### src/rtl/teq_pkg.sv
// ----------------------------------------------------------------------------
// teq_pkg
// Shared types and constants for the timed event queue: request and
// response packets, operation and result codes, compare unit modes.
// ----------------------------------------------------------------------------
package teq_pkg;

   // default sizing
   localparam int DEPTH_DEF   = 16;
   localparam int ID_BITS_DEF = 16;

   // fixed field widths
   localparam int TIME_W = 32;
   localparam int FID_W  = 16;
   localparam int RMV_W  = 5;

   typedef enum logic [1:0] {
      OP_ADD      = 2'd0,
      OP_ADD_LIST = 2'd1,
      OP_REMOVE   = 2'd2,
      OP_ADVANCE  = 2'd3
   } op_type;

   typedef enum logic [1:0] {
      KIND_ACK   = 2'd0,
      KIND_FIRED = 2'd1,
      KIND_NONE  = 2'd2
   } kind_type;

   typedef enum logic [1:0] {
      STAT_OK   = 2'd0,
      STAT_PAST = 2'd1,
      STAT_FULL = 2'd2
   } status_type;

   // compare unit modes
   typedef enum logic [2:0] {
      CMP_LT  = 3'd0,   // a <  b
      CMP_LE  = 3'd1,   // a <= b
      CMP_EQ  = 3'd2,   // a == b
      CMP_GT  = 3'd3,   // a >  b
      CMP_WIN = 3'd4    // b < a <= c
   } cmp_mode_type;

   typedef struct packed {
      op_type              op;
      logic [TIME_W-1:0]   event_time;
      logic [FID_W-1:0]    event_id;
      logic [TIME_W-1:0]   time_value;
   } req_type;

   typedef struct packed {
      kind_type            kind;
      status_type          status;
      logic [RMV_W-1:0]    removed_count;
      logic [FID_W-1:0]    fired_id;
      logic [TIME_W-1:0]   fired_time;
      logic                last;
   } rsp_type;

   // one response handed from the sequencer to the output register
   typedef struct packed {
      logic    valid;
      rsp_type data;
   } rsp_push_type;

endpackage

### src/rtl/teq_cmp.sv
// ----------------------------------------------------------------------------
// teq_cmp
// Shared time compare unit. Every time comparison of the sequencer (past
// check, purge match, fire window, insert position) goes through this one unit.
// ----------------------------------------------------------------------------
module teq_cmp (
   input  teq_pkg::cmp_mode_type        mode,
   input  logic [teq_pkg::TIME_W-1:0]   a,
   input  logic [teq_pkg::TIME_W-1:0]   b,
   input  logic [teq_pkg::TIME_W-1:0]   c,
   output logic                         hit
);

   logic a_lt_b;
   logic a_eq_b;
   logic a_le_c;

   assign a_lt_b = (a < b);
   assign a_eq_b = (a == b);
   assign a_le_c = (a <= c);

   // mode select
   always_comb begin
      case (mode)
         teq_pkg::CMP_LT:  hit = a_lt_b;
         teq_pkg::CMP_LE:  hit = a_lt_b | a_eq_b;
         teq_pkg::CMP_EQ:  hit = a_eq_b;
         teq_pkg::CMP_GT:  hit = ~(a_lt_b | a_eq_b);
         teq_pkg::CMP_WIN: hit = ~(a_lt_b | a_eq_b) & a_le_c;
         default:          hit = 1'b0;
      endcase
   end

endmodule

### src/rtl/teq_mem.sv
// ----------------------------------------------------------------------------
// teq_mem
// Event table storage: due time and id per entry, one write port and one
// read port with registered read data.
// ----------------------------------------------------------------------------
module teq_mem #(
   parameter int DEPTH = teq_pkg::DEPTH_DEF,
   parameter int ID_W  = teq_pkg::ID_BITS_DEF
) (
   input  logic                          clock,
   input  logic                          rd_en,
   input  logic [$clog2(DEPTH)-1:0]      rd_addr,
   output logic [teq_pkg::TIME_W-1:0]    rd_time,
   output logic [ID_W-1:0]               rd_id,
   input  logic                          wr_en,
   input  logic [$clog2(DEPTH)-1:0]      wr_addr,
   input  logic [teq_pkg::TIME_W-1:0]    wr_time,
   input  logic [ID_W-1:0]               wr_id
);

   logic [teq_pkg::TIME_W-1:0] time_mem [DEPTH];
   logic [ID_W-1:0]            id_mem   [DEPTH];
   logic [teq_pkg::TIME_W-1:0] rd_time_ff;
   logic [ID_W-1:0]            rd_id_ff;

   // write port
   always_ff @(posedge clock) begin
      if (wr_en) begin
         time_mem[wr_addr] <= wr_time;
         id_mem[wr_addr]   <= wr_id;
      end
   end

   // read port, data held until the next read
   always_ff @(posedge clock) begin
      if (rd_en) begin
         rd_time_ff <= time_mem[rd_addr];
         rd_id_ff   <= id_mem[rd_addr];
      end
   end

   assign rd_time = rd_time_ff;
   assign rd_id   = rd_id_ff;

endmodule

### src/rtl/teq_seq.sv
// ----------------------------------------------------------------------------
// teq_seq
// Operation sequencer: walks the event table one entry at a time through
// the shared compare unit, compacting on purge/fire and shifting on insert.
// ----------------------------------------------------------------------------
module teq_seq #(
   parameter int DEPTH   = teq_pkg::DEPTH_DEF,
   parameter int ID_BITS = teq_pkg::ID_BITS_DEF
) (
   input  logic                   clock,
   input  logic                   reset,
   input  logic                   req_valid,
   output logic                   req_stall,
   input  teq_pkg::req_type       req_data,
   input  logic                   slot_free,
   output teq_pkg::rsp_push_type  push
);

   localparam int IdW  = (ID_BITS < teq_pkg::FID_W) ? ID_BITS : teq_pkg::FID_W;
   localparam int IdxW = $clog2(DEPTH);
   localparam int CntW = $clog2(DEPTH + 1);
   localparam int TW   = teq_pkg::TIME_W;

   typedef enum logic [7:0] {
      ST_IDLE     = 8'b0000_0001,
      ST_DISPATCH = 8'b0000_0010,
      ST_SCAN_RD  = 8'b0000_0100,
      ST_SCAN_EV  = 8'b0000_1000,
      ST_SCAN_END = 8'b0001_0000,
      ST_INS_RD   = 8'b0010_0000,
      ST_INS_EV   = 8'b0100_0000,
      ST_ACK      = 8'b1000_0000
   } state_type;

   state_type                state_ff, state_in;
   teq_pkg::op_type          op_ff, op_in;
   logic [TW-1:0]            et_ff, et_in;
   logic [IdW-1:0]           id_ff, id_in;
   logic [TW-1:0]            tv_ff, tv_in;
   logic [TW-1:0]            hi_ff, hi_in;
   logic [TW-1:0]            now_ff, now_in;
   logic [CntW-1:0]          count_ff, count_in;
   logic [CntW-1:0]          i_ff, i_in;
   logic [CntW-1:0]          w_ff, w_in;
   logic [CntW-1:0]          pos_ff, pos_in;
   logic [CntW-1:0]          pos_dec;
   logic                     held_valid_ff, held_valid_in;
   logic [TW-1:0]            held_time_ff, held_time_in;
   logic [IdW-1:0]           held_id_ff, held_id_in;
   teq_pkg::status_type      status_ff, status_in;
   logic [teq_pkg::RMV_W-1:0] removed_ff, removed_in;

   // table port
   logic                     rd_en;
   logic [IdxW-1:0]          rd_addr;
   logic [TW-1:0]            rd_time;
   logic [IdW-1:0]           rd_id;
   logic                     wr_en;
   logic [IdxW-1:0]          wr_addr;
   logic [TW-1:0]            wr_time;
   logic [IdW-1:0]           wr_id;

   // compare unit port
   teq_pkg::cmp_mode_type    cmp_mode;
   logic [TW-1:0]            cmp_a;
   logic [TW-1:0]            cmp_b;
   logic [TW-1:0]            cmp_c;
   logic                     cmp_hit;

   teq_mem #(
      .DEPTH (DEPTH),
      .ID_W  (IdW)
   ) u_mem (
      .clock   (clock),
      .rd_en   (rd_en),
      .rd_addr (rd_addr),
      .rd_time (rd_time),
      .rd_id   (rd_id),
      .wr_en   (wr_en),
      .wr_addr (wr_addr),
      .wr_time (wr_time),
      .wr_id   (wr_id)
   );

   teq_cmp u_cmp (
      .mode (cmp_mode),
      .a    (cmp_a),
      .b    (cmp_b),
      .c    (cmp_c),
      .hit  (cmp_hit)
   );

   assign req_stall = (state_ff != ST_IDLE);
   assign pos_dec   = pos_ff - CntW'(1);

   // sequencer
   always_comb begin
      state_in      = state_ff;
      op_in         = op_ff;
      et_in         = et_ff;
      id_in         = id_ff;
      tv_in         = tv_ff;
      hi_in         = hi_ff;
      now_in        = now_ff;
      count_in      = count_ff;
      i_in          = i_ff;
      w_in          = w_ff;
      pos_in        = pos_ff;
      held_valid_in = held_valid_ff;
      held_time_in  = held_time_ff;
      held_id_in    = held_id_ff;
      status_in     = status_ff;
      removed_in    = removed_ff;

      rd_en    = 1'b0;
      rd_addr  = i_ff[IdxW-1:0];
      wr_en    = 1'b0;
      wr_addr  = w_ff[IdxW-1:0];
      wr_time  = rd_time;
      wr_id    = rd_id;
      cmp_mode = teq_pkg::CMP_LT;
      cmp_a    = et_ff;
      cmp_b    = now_ff;
      cmp_c    = hi_ff;
      push     = '0;

      case (state_ff)
         ST_IDLE: begin
            if (req_valid) begin
               op_in    = req_data.op;
               et_in    = req_data.event_time;
               id_in    = req_data.event_id[IdW-1:0];
               tv_in    = req_data.time_value;
               state_in = ST_DISPATCH;
            end
         end

         // past/full check for a plain add, otherwise start a table scan
         ST_DISPATCH: begin
            held_valid_in = 1'b0;
            hi_in         = now_ff + tv_ff;
            i_in          = '0;
            w_in          = '0;
            status_in     = teq_pkg::STAT_OK;
            removed_in    = '0;
            if (op_ff == teq_pkg::OP_ADD) begin
               if (cmp_hit) begin
                  status_in = teq_pkg::STAT_PAST;
                  state_in  = ST_ACK;
               end else if (count_ff == CntW'(DEPTH)) begin
                  status_in = teq_pkg::STAT_FULL;
                  state_in  = ST_ACK;
               end else begin
                  pos_in   = count_ff;
                  state_in = ST_INS_RD;
               end
            end else begin
               state_in = ST_SCAN_RD;
            end
         end

         ST_SCAN_RD: begin
            if (i_ff == count_ff) begin
               state_in = ST_SCAN_END;
            end else begin
               rd_en    = 1'b1;
               state_in = ST_SCAN_EV;
            end
         end

         // keep: compact down to w; drop: skip, firing it on an advance
         ST_SCAN_EV: begin
            cmp_a = rd_time;
            case (op_ff)
               teq_pkg::OP_ADD_LIST: cmp_mode = teq_pkg::CMP_LE;
               teq_pkg::OP_REMOVE: begin
                  cmp_mode = teq_pkg::CMP_EQ;
                  cmp_b    = tv_ff;
               end
               default:              cmp_mode = teq_pkg::CMP_WIN;
            endcase
            if (!cmp_hit) begin
               wr_en    = 1'b1;
               w_in     = w_ff + CntW'(1);
               i_in     = i_ff + CntW'(1);
               state_in = ST_SCAN_RD;
            end else if (op_ff == teq_pkg::OP_ADVANCE) begin
               // previous fired entry goes out once this one is known
               if (!held_valid_ff || slot_free) begin
                  push.valid              = held_valid_ff;
                  push.data.kind          = teq_pkg::KIND_FIRED;
                  push.data.status        = teq_pkg::STAT_OK;
                  push.data.removed_count = '0;
                  push.data.fired_id      = teq_pkg::FID_W'(held_id_ff);
                  push.data.fired_time    = held_time_ff;
                  push.data.last          = 1'b0;
                  held_valid_in = 1'b1;
                  held_time_in  = rd_time;
                  held_id_in    = rd_id;
                  i_in          = i_ff + CntW'(1);
                  state_in      = ST_SCAN_RD;
               end
            end else begin
               i_in     = i_ff + CntW'(1);
               state_in = ST_SCAN_RD;
            end
         end

         ST_SCAN_END: begin
            count_in = w_ff;
            case (op_ff)
               teq_pkg::OP_ADD_LIST: begin
                  cmp_mode = teq_pkg::CMP_LE;
                  if (cmp_hit) begin
                     status_in = teq_pkg::STAT_PAST;
                     state_in  = ST_ACK;
                  end else if (w_ff == CntW'(DEPTH)) begin
                     status_in = teq_pkg::STAT_FULL;
                     state_in  = ST_ACK;
                  end else begin
                     pos_in   = w_ff;
                     state_in = ST_INS_RD;
                  end
               end
               teq_pkg::OP_REMOVE: begin
                  removed_in = teq_pkg::RMV_W'(count_ff - w_ff);
                  state_in   = ST_ACK;
               end
               teq_pkg::OP_ADVANCE: begin
                  now_in   = hi_ff;
                  state_in = ST_ACK;
               end
               default: state_in = ST_ACK;
            endcase
         end

         // walk down from the tail looking for the insert slot
         ST_INS_RD: begin
            if (pos_ff == '0) begin
               wr_en    = 1'b1;
               wr_addr  = '0;
               wr_time  = et_ff;
               wr_id    = id_ff;
               count_in = count_ff + CntW'(1);
               state_in = ST_ACK;
            end else begin
               rd_en    = 1'b1;
               rd_addr  = pos_dec[IdxW-1:0];
               state_in = ST_INS_EV;
            end
         end

         ST_INS_EV: begin
            cmp_mode = teq_pkg::CMP_GT;
            cmp_a    = rd_time;
            cmp_b    = et_ff;
            wr_en    = 1'b1;
            wr_addr  = pos_ff[IdxW-1:0];
            if (cmp_hit) begin
               pos_in   = pos_dec;
               state_in = ST_INS_RD;
            end else begin
               wr_time  = et_ff;
               wr_id    = id_ff;
               count_in = count_ff + CntW'(1);
               state_in = ST_ACK;
            end
         end

         // final response of the request
         ST_ACK: begin
            if (slot_free) begin
               push.valid              = 1'b1;
               push.data.kind          = teq_pkg::KIND_ACK;
               push.data.status        = status_ff;
               push.data.removed_count = removed_ff;
               push.data.fired_id      = '0;
               push.data.fired_time    = '0;
               push.data.last          = 1'b1;
               if (op_ff == teq_pkg::OP_ADVANCE) begin
                  push.data.status = teq_pkg::STAT_OK;
                  if (held_valid_ff) begin
                     push.data.kind       = teq_pkg::KIND_FIRED;
                     push.data.fired_id   = teq_pkg::FID_W'(held_id_ff);
                     push.data.fired_time = held_time_ff;
                  end else begin
                     push.data.kind = teq_pkg::KIND_NONE;
                  end
               end
               held_valid_in = 1'b0;
               state_in      = ST_IDLE;
            end
         end

         default: state_in = ST_IDLE;
      endcase
   end

   // control state
   always_ff @(posedge clock) begin
      if (reset) begin
         state_ff      <= ST_IDLE;
         now_ff        <= '0;
         count_ff      <= '0;
         held_valid_ff <= 1'b0;
      end else begin
         state_ff      <= state_in;
         now_ff        <= now_in;
         count_ff      <= count_in;
         held_valid_ff <= held_valid_in;
      end
   end

   // working registers
   always_ff @(posedge clock) begin
      op_ff        <= op_in;
      et_ff        <= et_in;
      id_ff        <= id_in;
      tv_ff        <= tv_in;
      hi_ff        <= hi_in;
      i_ff         <= i_in;
      w_ff         <= w_in;
      pos_ff       <= pos_in;
      held_time_ff <= held_time_in;
      held_id_ff   <= held_id_in;
      status_ff    <= status_in;
      removed_ff   <= removed_in;
   end

`ifndef SYNTHESIS
   a_count_bound: assert property (@(posedge clock) disable iff (reset)
      count_ff <= CntW'(DEPTH))
      else $error("entry count above table depth");

   a_push_slot: assert property (@(posedge clock) disable iff (reset)
      push.valid |-> slot_free)
      else $error("response pushed into a busy output register");

   a_scan_ptrs: assert property (@(posedge clock) disable iff (reset)
      (state_ff == ST_SCAN_EV) |-> ((w_ff <= i_ff) && (i_ff < count_ff)))
      else $error("scan pointers out of order");

   a_ins_room: assert property (@(posedge clock) disable iff (reset)
      (state_ff == ST_INS_RD) |-> (count_ff < CntW'(DEPTH)))
      else $error("insert started on a full table");

   a_ack_done: assert property (@(posedge clock) disable iff (reset)
      (state_ff == ST_ACK && slot_free) |=> (state_ff == ST_IDLE))
      else $error("final response did not end the request");
`endif

endmodule

### src/rtl/timed_event_queue.sv
// ----------------------------------------------------------------------------
// timed_event_queue
// Time-ordered table of pending events with a current time. Requests add,
// purge-and-add, remove by time, or advance time and fire due events.
//
//   channel | ports                          | moves
//   --------+--------------------------------+----------------------------
//   req     | req_valid, req_stall, req_data | one operation request
//   rsp     | rsp_valid, rsp_stall, rsp_data | ack, fired event, or none
//
// One request at a time; req_stall is high from acceptance until the final
// response is in the output register. Every request passes through dispatch
// and ends in the final response state. A scan or an insert visits one table
// entry at a time through a read state and an evaluate state on the single
// table read port, and the block returns to idle before the next request is
// taken.
// Reset clears the current time and entry count; table contents need none.
// A stalled response port holds the sequencer at the next fired event.
// ----------------------------------------------------------------------------
module timed_event_queue #(
   parameter int DEPTH   = teq_pkg::DEPTH_DEF,
   parameter int ID_BITS = teq_pkg::ID_BITS_DEF
) (
   input  logic              clock,
   input  logic              reset,
   input  logic              req_valid,
   output logic              req_stall,
   input  teq_pkg::req_type  req_data,
   output logic              rsp_valid,
   input  logic              rsp_stall,
   output teq_pkg::rsp_type  rsp_data
);

   teq_pkg::rsp_push_type push;
   logic                  slot_free;
   logic                  rsp_valid_ff;
   teq_pkg::rsp_type      rsp_data_ff;

   teq_seq #(
      .DEPTH   (DEPTH),
      .ID_BITS (ID_BITS)
   ) u_seq (
      .clock     (clock),
      .reset     (reset),
      .req_valid (req_valid),
      .req_stall (req_stall),
      .req_data  (req_data),
      .slot_free (slot_free),
      .push      (push)
   );

   // output register
   assign slot_free = ~rsp_valid_ff | ~rsp_stall;

   always_ff @(posedge clock) begin
      if (reset) begin
         rsp_valid_ff <= 1'b0;
      end else if (push.valid) begin
         rsp_valid_ff <= 1'b1;
      end else if (!rsp_stall) begin
         rsp_valid_ff <= 1'b0;
      end
   end

   always_ff @(posedge clock) begin
      if (push.valid) begin
         rsp_data_ff <= push.data;
      end
   end

   assign rsp_valid = rsp_valid_ff;
   assign rsp_data  = rsp_data_ff;

endmodule

### config.mk
export PLATFORM = sky130hd
export DESIGN_NAME = timed_event_queue
export DESIGN_NICKNAME = d
export VERILOG_FILES = /design/src/rtl/teq_pkg.sv /design/src/rtl/teq_cmp.sv /design/src/rtl/teq_mem.sv /design/src/rtl/teq_seq.sv /design/src/rtl/timed_event_queue.sv
export SDC_FILE = /design/constraint.sdc
export NUM_CORES = 2
export LEC_CHECK = 0
export ABC_AREA = 1
export ABC_CLOCK_PERIOD_IN_PS = 14400
export BUFFER_PORTS_ARGS = -buffer_cell sky130_fd_sc_hd__buf_2
export CORE_MARGIN = 2
export CORE_UTILIZATION = 50
export DETAILED_ROUTE_END_ITERATION = 10
export PLACE_DENSITY = 0.73
export SYNTH_ARGS = -nofsm -noshare
export SYNTH_HDL_FRONTEND = slang
export SYNTH_HIERARCHICAL = 1
export SYNTH_SLANG_ARGS = --single-unit
### constraint.sdc
create_clock -name clock -period 14.4 [get_ports clock]
set_clock_uncertainty 0.1 [all_clocks]
set_input_delay 0.72 -clock clock [delete_from_list [all_inputs] [get_ports clock]]
set_output_delay 0.72 -clock clock [all_outputs]
set_load 0.05 [all_outputs]
==> results.md <==
- Status: finished clean
- First-pass GRT wire length: 201000 µm
- P_leak: 24.2 nW
- FMAX: 133 MHz
- Ports: 146
- Residual DRC count: 0
- Root buffer cell: clkbuf_16
- DRT Wirelength: 135000 µm
- Ant diodes: 0
- Max-cap violations: 0
- Pwr Density: 116 nW/µm²
- Setup TNS: 0 ns
- Ys flop type: edfxtp_1
- Synth cell count leaders: nand2_1, edfxtp_1, inv_1
- CTS tree: done
- Rel. slew slack: 19.8%
- Count leader, synth: nand2_1
- Largest family of logic cells by synthesized area: simple AND/OR/NAND/NOR gates
- Worst-Skew Late Latency: 0.72 ns
- Post-synth cell types: 44
- All-Layer GR Usage: 25.6%
- Top cell type's share of synthesized area: 62.4%
- Max incr delay on CP: 0.95 ns
- Height of the die: 323 µm
- Critical Path RT: 14.66 ns
- Via density: 5.35
- Crit start category: flop
- Layout Utilization: 55.7%
- Fin crit period: 7.54 ns
- Synth area leader: edfxtp_1
- Number of synthesized register bits: 1105
- Initial antenna violation count: 0
- Mapped Nets: 5328
- CTS Buffer Depth: 3
- Final instance area: 56500 µm²
- Post-DRT Antenna Nets: 0
- Worst hold path class: input pin to flop
- Syn Area/Cell: 9.93 µm²
- Crit end category: flop
- Max Transition Viols Final: 0
- RSZ-0062 raised after global routing: false
- Std-Cell Rows: 117
- Critical path fanouts, max: 60
- Drt first-iter violations: 4302
- Vias in the first global route: 33800
- CP most frequent cell: nand2_1
- Synth Area in Compound Gates: 2.75%
- CTS Buf Count: 108
- Post-CTS Setup Inserts: 0
- Area of the die: 104000 µm²
- Vias: 35800
- Clock slew at reported path FFs: 0.06 ns
- Hold Violations, Final: 0
- Syn Inst Count: 5130
- IO buf count: 145
- Post-Synth XOR/XNOR Area: 0.464%
- Top Family by Delay on Critical Path: simple AND/OR/NAND/NOR gates
- Crit path DAT: 7.79 ns
- Synth Area in Adders: 2.78%
- Mapped cell area: 51000 µm²
- RePlAce Congestion: 0.978
- Placed instance area: 53000 µm²
- Post-cts sizing count: 0
- Largest register FFs: 512
- First-pass DRT Iterations: 7
- # setup viols final: 0
- Worst Max-Slew Pin Slew: 1.20 ns
- Register-to-register setup slack: 6.86 ns
- WP buf/inv: 7
- Die width: 323 µm
- DP HPWL: 76700 µm
- Layout net count: 5436
- YS warnings: 6
- Slowest stage cell, crit path: o31ai_2
- Number of flops mapped to enable cells by yosys: 1058
- Worst ir drop on vdd: 0.0988 mV
- Async SR Flop Fraction: 0%
- Largest cells by area after synthesis: edfxtp_1, nand2_1, nand3_1
- Mux cell area share after synthesis: 0%
- Simple-gate share of the synthesized area: 20.7%
- CTS sink cnt: 1105
- Layout area overhead: 10.9%
- Final worst path period share: 52.4%
- Worst Setup Path Type: flop to flop
- Routed WL per cell: 20.1 µm
- Largest net degree at the start of global routing: 203
- CTS H-Tree Depth: 3
- Post-synthesis sequential area ratio: 64.2%
- Layout cells sized above 1: 8.59%
- Initial core utilization: 50.2%
- Largest register by flop count: u_seq/u_mem/time_mem
- Grt ovf: 0
- Core Area: 101000 µm²
- Cts hold-fix bufs: 0
## cell families (layout without fill, tap and decap cells)
kind of cell,Yosys count,after routing
flip-flops,1105,1105
AO/OA/AOI/OAI,238,238
buffers and inverters,1144,1336
adder cells (fa/ha/maj),112,112
XOR/XNOR,27,27
AND/OR/NAND/NOR,2504,2504
## metal layers
metal	GRT usage, %	wire [µm]	vias up
met3	3.68	12300	286
met4	10.7	5200	0
li1	-	-	16900
met2	41.0	62800	1792
met1	35.1	54300	16800
met5	0	0	-
## cell type report
class                   count  area (µm²)
inverters                 927        3500
clock buffers             144        2880
repair buffers            215        1260
clock inverters            50         576
well taps                1368        1710
flip-flops and latches   1105       32700
multi-input cells        2881       13900
fillers                  8442       45000
## where the power goes
group / total (W) / switching, W / internal (W)
sequential: 0.00353 / 0.0000173 / 0.00351
combinational: 0.000226 / 0.000161 / 0.0000650
clock: 0.00278 / 0.00119 / 0.00158
total: 0.00653 / 0.00137 / 0.00516
## stage by stage
| stage | worst slack, ns | hold WS (ns) | power (W) | cells |
|---|---|---|---|---|
| after detailed placement | 7.03 | 0.332 | 0.00382 | 6496 |
| after global placement | 7.30 | 0.333 | 0.00381 | 6496 |
| final | 6.86 | 0.0882 | 0.00653 | 6690 |
| after global routing | 6.29 | 0.0682 | 0.00671 | 6690 |
| after floorplan | 6.85 | 0.326 | 0.00373 | 5130 |
| after CTS | 7.02 | 0.0516 | 0.00656 | 6690 |
## path summary, 6_finish.rpt
path                                           start                          end  cells after the start
worst min-delay path                    req_data[46]              u_seq/id_ff[14]                      1
worst max register to register     u_seq/state_ff[7]  u_seq/u_mem/time_mem[7][28]                     25
worst min register to register  u_seq/u_mem/rd_id[5]          u_seq/held_id_ff[5]                      0
worst max-delay path               u_seq/state_ff[7]  u_seq/u_mem/time_mem[7][28]                     25
## cells in the final DEF (no fill, tap or decap), types with 32 or more instances in the layout
cell type     n
ha_1        110
edfxtp_1   1058
inv_1       906
nand3_1     709
a21oi_1      64
nor2_1      202
clkbuf_16   109
nand2_1    1500
buf_4        69
nor2_4       32
dfxtp_1      47
o21ai_0      74
clkbuf_1     33
buf_2       145
Note: power is estimated with default switching activity, not from simulation.
